$ cat src/rtl/snmc_pkg.sv
`default_nettype none

package snmc_pkg;

    typedef logic [31:0] t_word;
    typedef logic [63:0] t_prod;
    typedef logic [26:0] t_resid;
    typedef logic [14:0] t_small;

    localparam int unsigned EXP_BITS = 15;

    localparam t_resid MODULUS     = 27'd99999997;
    localparam t_small BASE_OFFSET = 15'd1011;
    localparam t_small EXP_OFFSET  = 15'd3;
    localparam logic [7:0] SERIAL_LENGTH = 8'd16;

    // floor(v * RECIP10 / 2^35) == v / 10 for any 32-bit v
    localparam t_word RECIP10    = 32'hCCCCCCCD;
    localparam int unsigned RECIP10_SHIFT = 35;

    // shift positions of the modulus used by the restoring reduction
    localparam int unsigned RED_STEPS = 6;

endpackage

`default_nettype wire

$ cat src/rtl/snmc_if.sv
`default_nettype none

interface snmc_in_if;
    logic        valid;
    logic        ready;
    logic [31:0] original_digits;
    logic [31:0] given_check_digits;
    logic [7:0]  serial_length;

    modport source (
        output valid, original_digits, given_check_digits, serial_length,
        input  ready
    );
    modport sink (
        input  valid, original_digits, given_check_digits, serial_length,
        output ready
    );
endinterface

interface snmc_out_if;
    logic        valid;
    logic        ready;
    logic [26:0] check_value;
    logic [31:0] check_bcd;
    logic [63:0] serial_bcd;
    logic        valid_res;
    logic        digit_error;

    modport source (
        output valid, check_value, check_bcd, serial_bcd, valid_res, digit_error,
        input  ready
    );
    modport sink (
        input  valid, check_value, check_bcd, serial_bcd, valid_res, digit_error,
        output ready
    );
endinterface

`default_nettype wire

$ cat src/rtl/snmc_mul.sv
`default_nettype none

// shared 32x32 multiplier, full product registered
module snmc_mul (
    input  wire                 i_clk,
    input  snmc_pkg::t_word     i_a,
    input  snmc_pkg::t_word     i_b,
    output snmc_pkg::t_prod     o_p
);

    snmc_pkg::t_prod r_p;

    always_ff @(posedge i_clk) begin
        r_p <= 64'(i_a) * 64'(i_b);
    end

    assign o_p = r_p;

endmodule

`default_nettype wire

$ cat src/rtl/serial_number_modexp_check_unit.sv
// serial number check unit
//
// input channel i_in: eight payload bcd digits, eight claimed check digits and
// the serial length; one transfer starts one check. output channel o_out: the
// check number in binary and in bcd, the interleaved sixteen-digit serial, the
// valid flag and the digit error flag; exactly one transfer per input.
//
// the exponent is walked over 15 bits, msb first; each bit costs a square on
// the shared multiplier, a second multiply by the base when the bit is set,
// and a six-step compare-subtract reduction modulo 99999997. the bcd
// conversion then issues one multiply by the reciprocal of ten per digit on
// the same multiplier. one check runs at a time: a new input is taken only
// once the last check has loaded its result into the output register.
//
// i_in.ready is high whenever no check is running, also while a finished
// result still waits in the output register. if the receiver stalls, the next
// check runs to its end and then holds until the output register is free.
// reset (i_rst_n low, synchronous) returns the sequencer to idle and drops
// o_out.valid; nothing else needs clearing.

`default_nettype none

module serial_number_modexp_check_unit (
    input  wire               i_clk,
    input  wire               i_rst_n,
    snmc_in_if.sink           i_in,
    snmc_out_if.source        o_out
);

    // sequencer codes
    localparam logic [2:0] ST_IDLE = 3'd0;
    localparam logic [2:0] ST_SQ   = 3'd1;  // issue r*r
    localparam logic [2:0] ST_SQR  = 3'd2;  // square ready, *base issued, used when the bit is set
    localparam logic [2:0] ST_BMR  = 3'd3;  // base product ready
    localparam logic [2:0] ST_RED  = 3'd4;  // one compare-subtract per cycle
    localparam logic [2:0] ST_DIV  = 3'd5;  // issue v * recip10
    localparam logic [2:0] ST_DIVR = 3'd6;  // peel one decimal digit
    localparam logic [2:0] ST_FIN  = 3'd7;  // load output register

    localparam logic [3:0] BIT_TOP = 4'(snmc_pkg::EXP_BITS - 1);
    localparam logic [2:0] K_TOP   = 3'(snmc_pkg::RED_STEPS - 1);

    // control state
    logic [2:0] r_state, n_state;
    logic [3:0] r_bit,   n_bit;
    logic [2:0] r_k,     n_k;
    logic [2:0] r_dcnt,  n_dcnt;
    logic       r_out_valid, n_out_valid;

    // datapath registers
    logic [31:0]            r_digits,  n_digits;
    logic [31:0]            r_given,   n_given;
    logic [7:0]             r_len,     n_len;
    logic                   r_derr,    n_derr;
    snmc_pkg::t_small       r_base,    n_base;
    snmc_pkg::t_small       r_exp,     n_exp;
    snmc_pkg::t_resid       r_r,       n_r;
    snmc_pkg::t_word        r_x,       n_x;
    snmc_pkg::t_resid       r_v,       n_v;
    snmc_pkg::t_resid       r_check,   n_check;
    logic [31:0]            r_cbcd,    n_cbcd;

    // output register
    logic [26:0] r_o_check, n_o_check;
    logic [31:0] r_o_cbcd,  n_o_cbcd;
    logic [63:0] r_o_serial, n_o_serial;
    logic        r_o_valid_res, n_o_valid_res;
    logic        r_o_derr,  n_o_derr;

    // shared multiplier
    snmc_pkg::t_word mul_a, mul_b;
    snmc_pkg::t_prod mul_p;

    snmc_mul u_mul (
        .i_clk (i_clk),
        .i_a   (mul_a),
        .i_b   (mul_b),
        .o_p   (mul_p)
    );

    logic            in_xfer, out_xfer, out_free;
    snmc_pkg::t_small base_in, exp_in;
    logic            derr_in;
    snmc_pkg::t_word red_sub, red_diff, red_next;
    logic [26:0]     quot;
    logic [26:0]     rem10;
    logic [63:0]     serial;

    assign in_xfer  = i_in.valid && i_in.ready;
    assign out_xfer = o_out.valid && o_out.ready;
    assign out_free = !r_out_valid || o_out.ready;

    // base and exponent from the decimal payload digits
    always_comb begin
        base_in = snmc_pkg::BASE_OFFSET
                + 15'(i_in.original_digits[31:28]) * 15'd1000
                + 15'(i_in.original_digits[27:24]) * 15'd100
                + 15'(i_in.original_digits[23:20]) * 15'd10
                + 15'(i_in.original_digits[19:16]);
        exp_in  = snmc_pkg::EXP_OFFSET
                + 15'(i_in.original_digits[15:12]) * 15'd1000
                + 15'(i_in.original_digits[11:8])  * 15'd100
                + 15'(i_in.original_digits[7:4])   * 15'd10
                + 15'(i_in.original_digits[3:0]);
    end

    // any nibble above nine in either word
    always_comb begin
        derr_in = 1'b0;
        for (int i = 0; i < 8; i++) begin
            if (i_in.original_digits[4*i +: 4] > 4'd9 ||
                i_in.given_check_digits[4*i +: 4] > 4'd9) begin
                derr_in = 1'b1;
            end
        end
    end

    // restoring reduction step: subtract modulus << k when it fits
    assign red_sub  = 32'(snmc_pkg::MODULUS) << r_k;
    assign red_diff = r_x - red_sub;
    assign red_next = (r_x >= red_sub) ? red_diff : r_x;

    // quotient by ten and remainder
    assign quot  = mul_p[snmc_pkg::RECIP10_SHIFT +: 27];
    assign rem10 = r_v - ((quot << 3) + (quot << 1));

    // interleave computed check digits with payload digits
    always_comb begin
        for (int i = 0; i < 8; i++) begin
            serial[8*i +: 8] = {r_cbcd[4*i +: 4], r_digits[4*i +: 4]};
        end
    end

    // multiplier operand select
    always_comb begin
        unique case (r_state)
            ST_SQ: begin
                mul_a = 32'(r_r);
                mul_b = 32'(r_r);
            end
            ST_SQR: begin
                mul_a = mul_p[31:0];
                mul_b = 32'(r_base);
            end
            ST_DIV: begin
                mul_a = 32'(r_v);
                mul_b = snmc_pkg::RECIP10;
            end
            default: begin
                mul_a = '0;
                mul_b = '0;
            end
        endcase
    end

    // sequencer
    always_comb begin
        n_state     = r_state;
        n_bit       = r_bit;
        n_k         = r_k;
        n_dcnt      = r_dcnt;
        n_out_valid = r_out_valid;
        n_digits    = r_digits;
        n_given     = r_given;
        n_len       = r_len;
        n_derr      = r_derr;
        n_base      = r_base;
        n_exp       = r_exp;
        n_r         = r_r;
        n_x         = r_x;
        n_v         = r_v;
        n_check     = r_check;
        n_cbcd      = r_cbcd;
        n_o_check     = r_o_check;
        n_o_cbcd      = r_o_cbcd;
        n_o_serial    = r_o_serial;
        n_o_valid_res = r_o_valid_res;
        n_o_derr      = r_o_derr;

        if (out_xfer) begin
            n_out_valid = 1'b0;
        end

        unique case (r_state)
            ST_IDLE: begin
                if (in_xfer) begin
                    n_digits = i_in.original_digits;
                    n_given  = i_in.given_check_digits;
                    n_len    = i_in.serial_length;
                    n_derr   = derr_in;
                    n_base   = base_in;
                    n_exp    = exp_in;
                    n_r      = 27'd1;
                    n_bit    = BIT_TOP;
                    n_state  = ST_SQ;
                end
            end
            ST_SQ: begin
                n_state = ST_SQR;
            end
            ST_SQR: begin
                if (r_exp[r_bit]) begin
                    n_state = ST_BMR;
                end else begin
                    n_x     = mul_p[31:0];
                    n_k     = K_TOP;
                    n_state = ST_RED;
                end
            end
            ST_BMR: begin
                n_x     = mul_p[31:0];
                n_k     = K_TOP;
                n_state = ST_RED;
            end
            ST_RED: begin
                n_x = red_next;
                n_k = r_k - 3'd1;
                if (r_k == 3'd0) begin
                    n_r = red_next[26:0];
                    if (r_bit == 4'd0) begin
                        n_v     = red_next[26:0];
                        n_check = red_next[26:0];
                        n_dcnt  = 3'd0;
                        n_state = ST_DIV;
                    end else begin
                        n_bit   = r_bit - 4'd1;
                        n_state = ST_SQ;
                    end
                end
            end
            ST_DIV: begin
                n_state = ST_DIVR;
            end
            ST_DIVR: begin
                // least significant digit first, shifted in from the top
                n_cbcd = {rem10[3:0], r_cbcd[31:4]};
                n_v    = quot;
                n_dcnt = r_dcnt + 3'd1;
                n_state = (r_dcnt == 3'd7) ? ST_FIN : ST_DIV;
            end
            ST_FIN: begin
                if (out_free) begin
                    n_o_check     = r_check;
                    n_o_cbcd      = r_cbcd;
                    n_o_serial    = serial;
                    n_o_valid_res = (r_len == snmc_pkg::SERIAL_LENGTH) && !r_derr
                                    && (r_cbcd == r_given);
                    n_o_derr      = r_derr;
                    n_out_valid   = 1'b1;
                    n_state       = ST_IDLE;
                end
            end
            default: begin
                n_state = ST_IDLE;
            end
        endcase
    end

    always_ff @(posedge i_clk) begin
        if (!i_rst_n) begin
            r_state     <= ST_IDLE;
            r_bit       <= '0;
            r_k         <= '0;
            r_dcnt      <= '0;
            r_out_valid <= 1'b0;
        end else begin
            r_state     <= n_state;
            r_bit       <= n_bit;
            r_k         <= n_k;
            r_dcnt      <= n_dcnt;
            r_out_valid <= n_out_valid;
        end
    end

    always_ff @(posedge i_clk) begin
        r_digits      <= n_digits;
        r_given       <= n_given;
        r_len         <= n_len;
        r_derr        <= n_derr;
        r_base        <= n_base;
        r_exp         <= n_exp;
        r_r           <= n_r;
        r_x           <= n_x;
        r_v           <= n_v;
        r_check       <= n_check;
        r_cbcd        <= n_cbcd;
        r_o_check     <= n_o_check;
        r_o_cbcd      <= n_o_cbcd;
        r_o_serial    <= n_o_serial;
        r_o_valid_res <= n_o_valid_res;
        r_o_derr      <= n_o_derr;
    end

    assign i_in.ready        = (r_state == ST_IDLE);
    assign o_out.valid       = r_out_valid;
    assign o_out.check_value = r_o_check;
    assign o_out.check_bcd   = r_o_cbcd;
    assign o_out.serial_bcd  = r_o_serial;
    assign o_out.valid_res   = r_o_valid_res;
    assign o_out.digit_error = r_o_derr;

    // an accepted check always starts with a square
    a_start: assert property (@(posedge i_clk) disable iff (!i_rst_n)
        in_xfer |=> (r_state == ST_SQ))
        else $error("check did not start after input transfer");

    // the last reduction step leaves a residue below the modulus
    a_residue: assert property (@(posedge i_clk) disable iff (!i_rst_n)
        (r_state == ST_RED && r_k == 3'd0) |=> (r_r < snmc_pkg::MODULUS))
        else $error("residue not reduced");

    // each peeled decimal digit is a legal bcd digit
    a_digit: assert property (@(posedge i_clk) disable iff (!i_rst_n)
        (r_state == ST_DIVR) |-> (rem10 < 27'd10))
        else $error("bcd digit out of range");

    // a finished result is never dropped while the receiver stalls
    a_nodrop: assert property (@(posedge i_clk) disable iff (!i_rst_n)
        (r_state == ST_FIN && r_out_valid && !o_out.ready) |=> (r_state == ST_FIN))
        else $error("result overwrote a pending transfer");

    // the reduction counter stays within its six steps
    a_kcount: assert property (@(posedge i_clk) disable iff (!i_rst_n)
        (r_state == ST_RED) |-> (r_k <= K_TOP))
        else $error("reduction step counter out of range");

endmodule

`default_nettype wire
$ cat src/flat_wrapper.sv
// flat-port wrapper written by rule: the top's interface ports become plain ports
module serial_number_modexp_check_unit_flat 
  (i_clk, i_rst_n, i_in_valid, i_in_original_digits, i_in_given_check_digits, i_in_serial_length, i_in_ready, o_out_valid, o_out_check_value, o_out_check_bcd, o_out_serial_bcd, o_out_valid_res, o_out_digit_error, o_out_ready);
  snmc_in_if i_in_i ();
  snmc_out_if o_out_i ();
  input  wire i_clk;
  input  wire i_rst_n;
  input wire logic [$bits(i_in_i.valid)-1:0] i_in_valid;
  input wire logic [$bits(i_in_i.original_digits)-1:0] i_in_original_digits;
  input wire logic [$bits(i_in_i.given_check_digits)-1:0] i_in_given_check_digits;
  input wire logic [$bits(i_in_i.serial_length)-1:0] i_in_serial_length;
  output wire logic [$bits(i_in_i.ready)-1:0] i_in_ready;
  output wire logic [$bits(o_out_i.valid)-1:0] o_out_valid;
  output wire logic [$bits(o_out_i.check_value)-1:0] o_out_check_value;
  output wire logic [$bits(o_out_i.check_bcd)-1:0] o_out_check_bcd;
  output wire logic [$bits(o_out_i.serial_bcd)-1:0] o_out_serial_bcd;
  output wire logic [$bits(o_out_i.valid_res)-1:0] o_out_valid_res;
  output wire logic [$bits(o_out_i.digit_error)-1:0] o_out_digit_error;
  input wire logic [$bits(o_out_i.ready)-1:0] o_out_ready;
  assign i_in_i.valid = i_in_valid;
  assign i_in_i.original_digits = i_in_original_digits;
  assign i_in_i.given_check_digits = i_in_given_check_digits;
  assign i_in_i.serial_length = i_in_serial_length;
  assign i_in_ready = i_in_i.ready;
  assign o_out_valid = o_out_i.valid;
  assign o_out_check_value = o_out_i.check_value;
  assign o_out_check_bcd = o_out_i.check_bcd;
  assign o_out_serial_bcd = o_out_i.serial_bcd;
  assign o_out_valid_res = o_out_i.valid_res;
  assign o_out_digit_error = o_out_i.digit_error;
  assign o_out_i.ready = o_out_ready;
  serial_number_modexp_check_unit u_core (.i_clk(i_clk), .i_rst_n(i_rst_n), .i_in(i_in_i), .o_out(o_out_i));
endmodule
$ cat config.mk
export PLATFORM = sky130hd
export DESIGN_NAME = serial_number_modexp_check_unit_flat
export DESIGN_NICKNAME = d
export VERILOG_FILES = /design/src/rtl/snmc_pkg.sv /design/src/rtl/snmc_if.sv /design/src/rtl/snmc_mul.sv /design/src/rtl/serial_number_modexp_check_unit.sv /design/src/flat_wrapper.sv
export SDC_FILE = /design/constraint.sdc
export NUM_CORES = 2
export LEC_CHECK = 0
export ABC_AREA = 1
export BUFFER_PORTS_ARGS = -buffer_cell sky130_fd_sc_hd__buf_2
export CAP_MARGIN = 20
export CELL_PAD_IN_SITES_DETAIL_PLACEMENT = 1
export CELL_PAD_IN_SITES_GLOBAL_PLACEMENT = 1
export CORE_ASPECT_RATIO = 1.4
export CORE_MARGIN = 4
export CORE_UTILIZATION = 51
export CTS_BUF_LIST = sky130_fd_sc_hd__clkbuf_4 sky130_fd_sc_hd__clkbuf_8
export DETAILED_ROUTE_END_ITERATION = 12
export PLACE_DENSITY_LB_ADDON = 0.1
export SYNTH_ARGS = -nofsm -noshare
export SYNTH_HDL_FRONTEND = slang
export SYNTH_SLANG_ARGS = --single-unit
$ cat constraint.sdc
create_clock -name i_clk -period 12.54 [get_ports i_clk]
set_input_delay 1.254 -clock i_clk [delete_from_list [all_inputs] [get_ports i_clk]]
set_output_delay 1.254 -clock i_clk [all_outputs]
set_load 0.005 [all_outputs]
==> reports/qor.yml <==
yosys:
  yosys_register_bits: 414
  yosys.area.top_type: "fa_1"
  async_flop_share_pct: 0
  syn_area_per_cell_um2: 8.541
  synth_cell_types: 51
  yosys_warnings: 0
  synth_top_area_share_pct: 31.73
  synth_seq_area_share_pct: 21.42
  synthFlopType: "edfxtp_1"
  syn_area_mm2: 0.05463
  synthTopCellsByArea: "fa_1 32%, edfxtp_1 19%, inv_1 12%"
  syn_inst: 6396
  synth-edff-count: 341
timing:
  finalCritPeriodShare_pct: 79.18
  fin_ws_ps: 2610
  worst_pin_slew_ps: 1111
  tns_ps: 0
  hold_viol: 0
  setup-violations-final: 0
  slew-limit-headroom_pct: 25.90
  fin_worst_skew_ps: 41.80
  fmax_ghz: 0.1007
  period_minus_slack_ps: 9930
  drv_slew: 0
  rsz0062_at_grt: "no"
  holdWs_ps: 405.8
setup_path:
  startpoint_type: "register"
  crit_buf_inv: 6
  cp.arrival_ps: 10490
  critical_path.endpoint_type: "register"
  cp_slowest_cell: "nand2_2"
  path_delay_family: "adder cells"
  crit_required_ps: 13100
  crit_top_cell: "fa_1"
  critPathMaxFanout: 25
  critPathMaxStageDelay_ps: 750
  crit_type: "reg2reg"
floorplanning:
  start_util_pct: 51.53
  core.rowCount: 141
  core_area_mm2: 0.1060
  die-area_mm2: 0.1125
  ios: 203
  die_w_um: 284.6
  fp.dieH_um: 395.3
clock_network:
  cts.clk_slew.worst_paths_ps: 60
  cts_hold_buf: 0
  clock-sinks: 414
  clockRootBuffer: "clkbuf_8"
  clock_path_buffers: 3
  cts_buffers: 77
  cts_tree: "yes"
  cts_setup_buffers: 0
  cts_resized: 0
  clock_latency_ps: 700
  h-tree-depth: 3
finish:
  drive_above_1_share_pct: 7.656
  final_nets: 8032
  final_cells: 8124
  syn_to_final_growth_pct: 7.707
  mostFrequentLayoutCells: "1791 x inv_1, 1561 x nand2_1, 866 x fa_1"
  layout_commonest_cell: "inv_1"
run:
  drv_cap: 0
placement:
  post-place-ws_ps: 2742
  numPortBuffers: 202
  placedCellCount: 7973
  hpwl_um: 161100
  routabilityCongestion: 0.9948
pwr:
  power.density_mw_per_mm2: 230.1
  p_leak_nw: 33.28
  peakVddDrop_mv: 0.1804
  p_total_mw: 13.54
routing:
  drt_iter0_drc: 3005
  vias: 43720
  drt-total-wl_um: 198200
  ant_nets: 0
  avgViaCountPerCell: 5.381
  wl_per_cell_um: 24.40
  firstDrtPassIters: 6
  route.detailed.drc: 0
global_route:
  grt_pass1_wl_um: 299700
  grt_pass1_vias: 49300
  antenna_found_initial: 10
  grtUsageTotal_pct: 35.67
  grt_max_degree: 79
  grt-ovfl-total: 0
status:
  status: "finished, final reports clean"
worst_hold_path:
  hp-class: "reg2reg"
[per-layer routing]
| metal | routed length, µm | global-route usage (%) | part of all wire [%] |
|---|---|---|---|
| met5 | 35 | 0 | 0.018 |
| met4 | 11150 | 16.78 | 5.6 |
| met1 | 73970 | 42.52 | 37 |
| met2 | 101000 | 63.80 | 51 |
| met3 | 12070 | 4.784 | 6.1 |
[worst register-to-register path, delay by kind of cell, from the launching register on]
kind,cells,cell delay [ps]
compound gates,4,1050
fa+ha+maj,9,4560
buf+inv,6,1100
flops,1,660
simple gates,8,2440
[path summary, 6_finish.rpt]
kind                                  startpoint                                     to  slack, ps  cells after the start
setup / recovery  u_core.r_state[2]$_SDFFE_PN0P_           u_core.u_mul.o_p[58]$_DFF_P_       2610                     27
hold / removal     u_core.r_digits[27]$_DFFE_PP_  u_core.o_out.serial_bcd[51]$_DFFE_PP_        410                      0
setup reg to reg  u_core.r_state[2]$_SDFFE_PN0P_           u_core.u_mul.o_p[58]$_DFF_P_       2610                     27
hold reg to reg    u_core.r_digits[27]$_DFFE_PP_  u_core.o_out.serial_bcd[51]$_DFFE_PP_        410                      0
[cell type report]
| class | count | area [µm²] |
|---|---|---|
| multi-input cells | 4052 | 35380 |
| clock inverters | 41 | 367.9 |
| inverters | 1809 | 6793 |
| flip-flops and latches | 414 | 11700 |
| well taps | 1430 | 1789 |
| repair buffers | 269 | 1514 |
| fillers | 12870 | 47190 |
| diodes | 6 | 15.01 |
| clock buffers | 103 | 1286 |
[flip-flops by register name (all words and copies together) (netlist names)]
register,cells
u_core.o_out.valid_res,1
u_core.r_r,27
u_core.o_out.valid,1
u_core.u_mul.o_p,59
u_core.r_digits,32
u_core.r_len,8
u_core.r_dcnt,3
u_core.o_out.serial_bcd,64
u_core.r_check,27
u_core.r_bit,4
u_core.r_exp,15
u_core.r_derr,1
u_core.o_out.check_value,27
u_core.r_k,3
u_core.r_state,3
u_core.r_given,32
u_core.r_cbcd,32
u_core.o_out.digit_error,1
u_core.r_v,27
u_core.r_base,15
u_core.r_x,32
[cells in the mapped netlist, drive strengths merged (41+ instances only)]
cell type and number:
fa 866, ha 467, nand2 1592, a21oi 169, buf 168, xor2 64
o21ai 117, nor2 307, xnor2 41, inv 1804, nand3 185, edfxtp 341
dfxtp 73
[power by group]
part	internal [mW]	leakage, nW	switching [mW]
registers	2.03	3.76	0.246
logic	2.95	28.7	6.89
clock network	0.770	0.870	0.658
total	5.75	33.3	7.79
[kinds of logic after synthesis]
| logic type | synth area share, % |
|---|---|
| AND/OR/NAND/NOR | 16.40 |
| buffers and inverters | 14.44 |
| adder cells (fa/ha/maj) | 42.43 |
| flip-flops | 21.42 |
| AO/OA/AOI/OAI | 3.609 |
| XOR/XNOR | 1.683 |
| other | 0.01375 |
[through the flow]
step                      instance area [µm²]  utilization, %
after global routing                    58830           55.49
after floorplan                         54890               -
after CTS                               58820           55.47
after detailed placement                57160           53.91
after global placement                  57160           53.91
final                                   58840           55.50
No activity file was read; power rests on OpenSTA's default activity.
